**src/hw/rtl/pooled_linked_list_manager_top_defines.svh**
```systemverilog
// assertion macros used by the pooled list manager controller
// depends on nothing
`ifndef POOLED_LINKED_LIST_MANAGER_TOP_DEFINES_SVH
`define POOLED_LINKED_LIST_MANAGER_TOP_DEFINES_SVH

// implication checked at every clock edge outside reset
`define PLM_ASSERT_IMP(lbl, clk, rst, ante, cons, msg) \
   lbl: assert property (@(posedge clk) disable iff (rst) (ante) |-> (cons)) else $error(msg);

// implication whose consequent is checked in the cycle after the antecedent
`define PLM_ASSERT_NEXT(lbl, clk, rst, ante, cons, msg) \
   lbl: assert property (@(posedge clk) disable iff (rst) (ante) |=> (cons)) else $error(msg);

`endif

```
**src/hw/rtl/plm_pkg.sv**
```systemverilog
// package for the pooled list manager: sizes, codes, command and status types
// depends on nothing
`timescale 1ns / 1ps
`default_nettype none
package plm_pkg;
   localparam int ENTRIES = 128;
   localparam int BUCKETS = 256;
   localparam int EW = $clog2(ENTRIES);
   localparam int LW = $clog2(ENTRIES + 1);
   localparam int BW = (BUCKETS > 1) ? $clog2(BUCKETS) : 1;
   localparam logic [LW-1:0] NIL = LW'(ENTRIES);

   localparam logic [1:0] MODE_CREATE = 2'd0;
   localparam logic [1:0] MODE_KILL   = 2'd1;
   localparam logic [1:0] MODE_MOVE   = 2'd2;
   localparam logic [1:0] MODE_QUERY  = 2'd3;

   localparam logic [1:0] ST_OK     = 2'd0;
   localparam logic [1:0] ST_EMPTY  = 2'd1;
   localparam logic [1:0] ST_UNUSED = 2'd2;

   // datapath operations
   localparam logic [3:0] OP_NONE      = 4'd0;
   localparam logic [3:0] OP_LATCH     = 4'd1;  // capture request, read entry_bucket
   localparam logic [3:0] OP_RD_BL     = 4'd2;  // read bucket_link[free_head]
   localparam logic [3:0] OP_CREATE    = 4'd3;  // commit create
   localparam logic [3:0] OP_BH_RD     = 4'd4;  // read bucket_head[old]
   localparam logic [3:0] OP_ACT_START = 4'd5;  // cur = active_head, read link
   localparam logic [3:0] OP_ACT_STEP  = 4'd6;  // advance active walk
   localparam logic [3:0] OP_BKT_START = 4'd7;  // cur = bucket head, read link
   localparam logic [3:0] OP_BKT_STEP  = 4'd8;  // advance bucket walk
   localparam logic [3:0] OP_RD_E_A    = 4'd9;  // read active_link[e]
   localparam logic [3:0] OP_RD_E_B    = 4'd10; // read bucket_link[e]
   localparam logic [3:0] OP_FIX_A     = 4'd11; // splice active list
   localparam logic [3:0] OP_FIX_B     = 4'd12; // splice bucket list
   localparam logic [3:0] OP_KILL_FIN  = 4'd13;
   localparam logic [3:0] OP_MOVE_RD   = 4'd14; // read bucket_head[new]
   localparam logic [3:0] OP_MOVE_FIN  = 4'd15;

   typedef struct packed {
      logic [3:0] op;
   } plm_cmd_type;

   typedef struct packed {
      logic       pool_empty;
      logic       unused;
      logic [1:0] mode;
      logic       head_hit;   // cur equals entry
      logic       link_hit;   // link of cur equals entry
      logic       walk_end;   // cur is none or step bound reached
   } plm_sts_type;
endpackage
`default_nettype wire

```
**src/hw/rtl/plm_ctrl.sv**
```systemverilog
// controller: sequences create, kill, move and query over the datapath
// depends on plm_pkg and the assertion macro header
`timescale 1ns / 1ps
`default_nettype none
`include "pooled_linked_list_manager_top_defines.svh"
module plm_ctrl import plm_pkg::*; (
   input  wire logic        clock,
   input  wire logic        reset,
   input  wire logic        req_valid,
   output logic             req_stall,
   output logic             rsp_valid,
   input  wire logic        rsp_stall,
   input  wire plm_sts_type sts,
   output plm_cmd_type      cmd,
   output logic             init_we,
   output logic [EW:0]      init_cnt
);
   localparam logic [4:0] S_INIT   = 5'd0;
   localparam logic [4:0] S_IDLE   = 5'd1;
   localparam logic [4:0] S_DEC    = 5'd2;
   localparam logic [4:0] S_CRT    = 5'd3;
   localparam logic [4:0] S_AWALK  = 5'd4;
   localparam logic [4:0] S_AFIX   = 5'd5;
   localparam logic [4:0] S_BHEAD  = 5'd6;
   localparam logic [4:0] S_BSTART = 5'd7;
   localparam logic [4:0] S_BWALK  = 5'd8;
   localparam logic [4:0] S_BFIX   = 5'd9;
   localparam logic [4:0] S_TAIL   = 5'd10;
   localparam logic [4:0] S_MRD    = 5'd11;
   localparam logic [4:0] S_RSP    = 5'd12;
   localparam logic [4:0] S_ASTART = 5'd13;
   localparam logic [4:0] S_ARDE   = 5'd14;
   localparam logic [4:0] S_BRDE   = 5'd15;
   localparam logic [4:0] S_MFIN   = 5'd16;

   logic [4:0] state_ff, state_in;
   logic [EW:0] cnt_ff, cnt_in;

   assign req_stall = state_ff != S_IDLE;
   assign rsp_valid = state_ff == S_RSP;
   assign init_we = state_ff == S_INIT;
   assign init_cnt = cnt_ff;

   always_comb begin
      state_in = state_ff;
      cnt_in = cnt_ff;
      cmd.op = OP_NONE;
      unique case (state_ff)
         S_INIT: begin
            cnt_in = cnt_ff + (EW + 1)'(1);
            if (cnt_ff == (EW + 1)'(ENTRIES - 1)) state_in = S_IDLE;
         end
         S_IDLE: if (req_valid) begin
            cmd.op = OP_LATCH;
            state_in = S_DEC;
         end
         S_DEC: begin
            cmd.op = OP_RD_BL;
            if (sts.mode == MODE_CREATE) state_in = sts.pool_empty ? S_RSP : S_CRT;
            else if (sts.unused) state_in = S_RSP;
            else if (sts.mode == MODE_MOVE) state_in = S_BHEAD;
            else state_in = S_ASTART;
         end
         S_CRT: begin
            cmd.op = OP_CREATE;
            state_in = S_RSP;
         end
         S_ASTART: begin
            cmd.op = OP_ACT_START;
            state_in = S_AWALK;
         end
         S_AWALK: begin
            // cur held, link of cur on the read port
            if (sts.walk_end || sts.head_hit || sts.link_hit) begin
               state_in = S_ARDE;
            end else begin
               cmd.op = OP_ACT_STEP;
            end
         end
         S_ARDE: begin
            cmd.op = OP_RD_E_A;
            state_in = (sts.mode == MODE_QUERY) ? S_RSP : S_AFIX;
         end
         S_AFIX: begin
            cmd.op = OP_FIX_A;
            state_in = S_BHEAD;
         end
         S_BHEAD: begin
            cmd.op = OP_BH_RD;
            state_in = S_BSTART;
         end
         S_BSTART: begin
            cmd.op = OP_BKT_START;
            state_in = S_BWALK;
         end
         S_BWALK: begin
            if (sts.walk_end || sts.head_hit || sts.link_hit) state_in = S_BRDE;
            else cmd.op = OP_BKT_STEP;
         end
         S_BRDE: begin
            cmd.op = OP_RD_E_B;
            state_in = S_BFIX;
         end
         S_BFIX: begin
            cmd.op = OP_FIX_B;
            state_in = (sts.mode == MODE_KILL) ? S_TAIL : S_MRD;
         end
         S_TAIL: begin
            cmd.op = OP_KILL_FIN;
            state_in = S_RSP;
         end
         S_MRD: begin
            cmd.op = OP_MOVE_RD;
            state_in = S_MFIN;
         end
         S_MFIN: begin
            cmd.op = OP_MOVE_FIN;
            state_in = S_RSP;
         end
         S_RSP: if (!rsp_stall) state_in = S_IDLE;
         default: state_in = S_IDLE;
      endcase
   end

   always_ff @(posedge clock) begin
      if (reset) begin
         state_ff <= S_INIT;
         cnt_ff <= '0;
      end else begin
         state_ff <= state_in;
         cnt_ff <= cnt_in;
      end
   end

   `PLM_ASSERT_IMP(a_no_accept_busy, clock, reset, state_ff != S_IDLE, req_stall, "accept while busy")
   `PLM_ASSERT_NEXT(a_rsp_hold, clock, reset, rsp_valid && rsp_stall, rsp_valid, "word dropped")
   `PLM_ASSERT_IMP(a_init_quiet, clock, reset, init_we, !rsp_valid && req_stall, "busy during init")
endmodule
`default_nettype wire

```
**config.mk**
```make
export PLATFORM = sky130hd
export DESIGN_NAME = plm_ctrl
export DESIGN_NICKNAME = d
export VERILOG_FILES = /design/src/hw/rtl/plm_pkg.sv /design/src/hw/rtl/plm_ctrl.sv
export VERILOG_INCLUDE_DIRS = /design/src /design/src/hw/rtl
export SDC_FILE = /design/constraint.sdc
export NUM_CORES = 1
export LEC_CHECK = 0
export ABC_CLOCK_PERIOD_IN_PS = 1960
export BUFFER_PORTS_ARGS = -buffer_cell sky130_fd_sc_hd__buf_2
export CORE_MARGIN = 8
export CORE_UTILIZATION = 45
export CTS_CLUSTER_SIZE = 30
export DETAILED_ROUTE_END_ITERATION = 7
export GPL_TIMING_DRIVEN = 1
export PLACE_DENSITY_LB_ADDON = 0.2
export SYNTH_ARGS = -nofsm -noshare
export SYNTH_HDL_FRONTEND = slang
export SYNTH_SLANG_ARGS = --single-unit
```
**constraint.sdc**
```tcl
create_clock -name clock -period 1.96 [get_ports clock]
set_clock_uncertainty 0.1 [all_clocks]
set_input_delay 0.098 -clock clock [delete_from_list [all_inputs] [get_ports clock]]
set_output_delay 0.098 -clock clock [all_outputs]
set_load 0.02 [all_outputs]
```
# After elaboration in Yosys (flattened, before gate mapping)
# Cells that the tools add are included.
word_totals:
  register_bits: 13
  inputBits: 11
  out_inout_bits: 15
op_classes:
  addsub: 1
  eq_ne: 26
  n_mux: 16
  n_reduce_logical: 6
ops:
  columns: ["operator", "n"]
  rows:
  - ["$pmux 5 s15", 1]
  - ["$pmux 4 s15", 1]
  - ["$eq 5x4->1 const B", 8]
  - ["$mux 5", 5]
  - ["$mux 4", 6]
  - ["$eq 5x3->1 const B", 4]
  - ["$eq 5x2->1 const B", 2]
  - ["$add 8x1->8 const B", 1]
  - ["$eq 8x7->1 const B", 1]
  - ["$ne 2x2->1 const B", 4]
  - ["$eq 5x1->1 const B", 1]
  - ["$eq 5x5->1 const B", 1]
  - ["$logic_not 5->1", 1]
  - ["$ne 5x1->1 const B", 1]
  - ["$reduce_and 5->1", 1]
  - ["$eq 2x2->1 const B", 2]
  - ["$mux 3", 1]
  - ["$reduce_or 3->1", 1]
  - ["$eq 2x1->1 const B", 1]
  - ["$logic_not 2->1", 1]
  - ["$logic_or 1x1->1", 2]
  - ["$mux 1", 2]
  - ["$ne 2x1->1 const B", 1]

# Logic depth before layout (Yosys ltp)
logic_depth:
  depth_word: 5
  ltp_mapped: 7

# Worst setup path after synthesis
# No wires, ideal clock.
synth_path:
  path_type: "reg2out"
  from: "register state_ff[0]"
  to: "output port cmd[1] in the netlist's numbering"
  t_arrival_ps: 1533
  path_slack_ps: 229
  stages_incl_launch_ff: 6
  cell_sequence: "dfxtp_1 -> clkbuf_1 -> buf_2 -> o21ai_0 -> o21a_1 -> o21ai_0"
synth_lines:
  columns: ["element", "line_no", "source"]
  rows:
  - ["start: declaration", "plm_ctrl.sv:36", "logic [4:0] state_ff, state_in;"]
  - ["start signal: assignment", "plm_ctrl.sv:130", "state_ff <= state_in;"]
  - ["end: declaration", "plm_ctrl.sv:14", "output plm_cmd_type cmd,"]

==> results.cfg <==
[run_status]
run_status = complete, no violations

[critical_path]
cp_cell_sequence = buf_4, and2b_1, o21ai_0, o21a_1, o21ai_0, buf_2
end_kind = output port
crit_path_frequent_cell = o21ai_0
slowest_delay_ns = 0.40
worst_setup_path_start_kind = flip-flop
crit_type = flip-flop to output port
slowest_stage = dfxtp_4
worstPathRequired_ns = 1.76
worst_ep_arrival_time_ns = 1.65
crit_fanout = 9

[die]
rows = 17
dieArea_mm2 = 0.00420
core_mm2 = 0.00223
dieWidth_um = 64.8
start_util_pct = 48.0
die_y_um = 64.8
ioPinCount = 26

[worst_hold_path]
hold_path_class = input pin to flip-flop

[place]
dp.cells = 194
numPortBuffers = 25
routabilityCongestion = 0.916
dp_hpwl_mm = 2.22

[finish]
final_cells = 198
syn_to_final_growth_pct = 18.6
nets = 183
nFillCells = 243
drive_gt1_share_pct = 28.8
antennaDiodeCount = 0

[synth]
synth_most_common_cell = nor2_1
ys_seq_area_share_pct = 24.3
synth_area_leaders = dfxtp_1, nor2_1, o21ai_0, a21oi_1, nor2b_1
ys_seq_elements = 13
synthAdderAreaFrac_pct = 1.17
synth_flop_cell = dfxtp_1
yosysUniqueCellTypes = 48
synth_xor_area_share_pct = 4.91
synth_top_area_cell = dfxtp_1
synthTopCellsByCount = nor2_1, dfxtp_1, o21ai_0, a21oi_1, nand2_1
syn_nets = 157
synth_edf_count = 0
yosysTopAreaCellShare_pct = 24.3
async_reset_ff_share_pct = 0
syn-instance-count = 145
syn_avg_cell_area_um2 = 7.39
synth_top_family_by_area = simple AND/OR/NAND/NOR gates
synth.area.mux_share_pct = 0.935
synthSimpleGateAreaFrac_pct = 34.3
synth_warnings = 0
synth-compound-area-share_pct = 27.5
netlist_area_mm2 = 0.00107

[drt]
routed.top_layer = met4
wire_per_inst_um = 14.5
firstDrtPassIters = 4
ant_nets = 0
vias = 1157
routed-wl-met2_mm = 1.46
post-route-drc-count = 0
avgViaCountPerCell = 5.84
dr_wl_met3_um = 152
met1Wirelength_mm = 1.24
wl_mm = 2.88
drtIter0Drc = 79

[global_routing]
first_global_vias = 1127
grt_max_degree = 17
grt.total_usage_pct = 14.4
grt_first_pass_wirelength_mm = 5.02
grt_overflow = 0
antenna_found_initial = 0

[sta]
hold_viol = 0
fmaxAchievable_mhz = 542
rsz0062_at_grt = false
tns_ns = 0
setup_viol = 0
max_slew_margin_pct = 74.6
maxSlewViolCount = 0
fin_crit_ns = 1.84
period_share_pct = 94.1
tightest_slew_ns = 0.372

[cts]
tritoncts = built
clock_latency_ns = 0.28
clk_pin_slew_ns = 0.08
cts_setup_buffers = 0
cts_root_buf = clkbuf_4
cts_num_sinks = 13
clockBufferDepth = 2
cts_buffers = 3
htree_num_levels = 1

[pwr]
power.density_mw_per_mm2 = 837
peakVddDrop_v = 0.000852
leakage_nw = 0.523

[flow_run]
cap_viol_max_count = 0
power breakdown:
part           internal, W  switching [W]
Clock            0.0000756      0.0000902
Combinational     0.000209       0.000322
Sequential        0.000307      0.0000597
Total             0.000592       0.000472
sequential cells by signal, summed over array words and instances, names as in the netlist:
name      count
init_cnt      8
state_ff      5
cell usage in the layout, fill, tap and decap left out, types with 2 or more instances in the layout:
master / n
a211oi_1: 3
a21oi_1: 8
a31oi_1: 3
a32oi_1: 2
and2_1: 2
and3_1: 3
buf_2: 25
buf_4: 8
clkbuf_4: 3
dfxtp_1: 9
dfxtp_2: 3
inv_1: 4
nand2_1: 7
nand2b_1: 4
nand3_1: 3
nand3b_1: 3
nand4_1: 3
nor2_1: 19
nor2b_1: 5
nor3_1: 4
nor4_1: 2
o21a_1: 2
o21ai_0: 9
o31ai_1: 3
or3_1: 2
xnor2_1: 3
xor2_1: 3
metal layers:
layer / track usage (%) / vias to the layer above
met1: 17.4 / 538
li1: - / 583
met3: 2.92 / 4
met4: 5.99 / 0
met5: 0 / -
met2: 24.3 / 32
layout make-up:
cell class / instances / area (um2) / share of cell area (%)
inverters: 4 / 15.0 / 1.18
flip-flops and latches: 13 / 268 / 21.1
clock buffers: 3 / 22.5 / 1.77
multi-input cells: 116 / 739 / 58.2
well taps: 28 / 35.0 / 2.76
clock inverters: 1 / 5.00 / 0.394
repair buffers: 33 / 185 / 14.6
what timing repair did:
item,4_1_cts,5_1_grt
hold buffers,0,0
gates resized for setup,0,6
endpoints found under the setup margin,0,4
stage by stage:
stage | utilization [%] | hold WS, ns | worst slack [ns] | area [um2] | power [W]
after CTS | 56.4 | 0.0535 | 0.0178 | 1260 | 0.00106
after detailed placement | 55.2 | 0.346 | 0.205 | 1230 | 0.000897
final | 56.9 | 0.0521 | 0.116 | 1270 | 0.00106
after global placement | 55.2 | 0.333 | 0.198 | 1230 | 0.000886
after floorplan | - | 0.155 | 0.229 | 1070 | 0.000746
after global routing | 56.9 | 0.0435 | 0.0272 | 1270 | 0.00114
cell families (layout without fill, tap and decap cells):
family          after synthesis  count (layout)
mux                           1               1
compound gates               42              42
simple gates                 66              66
xor+xnor                      6               6
buf+inv                      16              41
flops                        13              13
fa+ha+maj                     1               1
worst max-delay path, delay by kind of cell, from the launching register on:
kind | cells | cell delay [ns]
flip-flops | 1 | 0.40
buffers and inverters | 2 | 0.34
AND/OR/NAND/NOR | 1 | 0.21
AO/OA/AOI/OAI | 3 | 0.43
final timing paths:
kind	from	endpoint	slack (ns)	depth (start not counted)
setup / recovery	state_ff[3]	cmd[1]	0.12	6
hold / removal	reset	state_ff[3]	0.05	2
setup reg to reg	state_ff[3]	state_ff[3]	0.26	5
hold reg to reg	init_cnt[5]	init_cnt[5]	0.44	2
No activity file was read; power rests on OpenSTA's default activity.
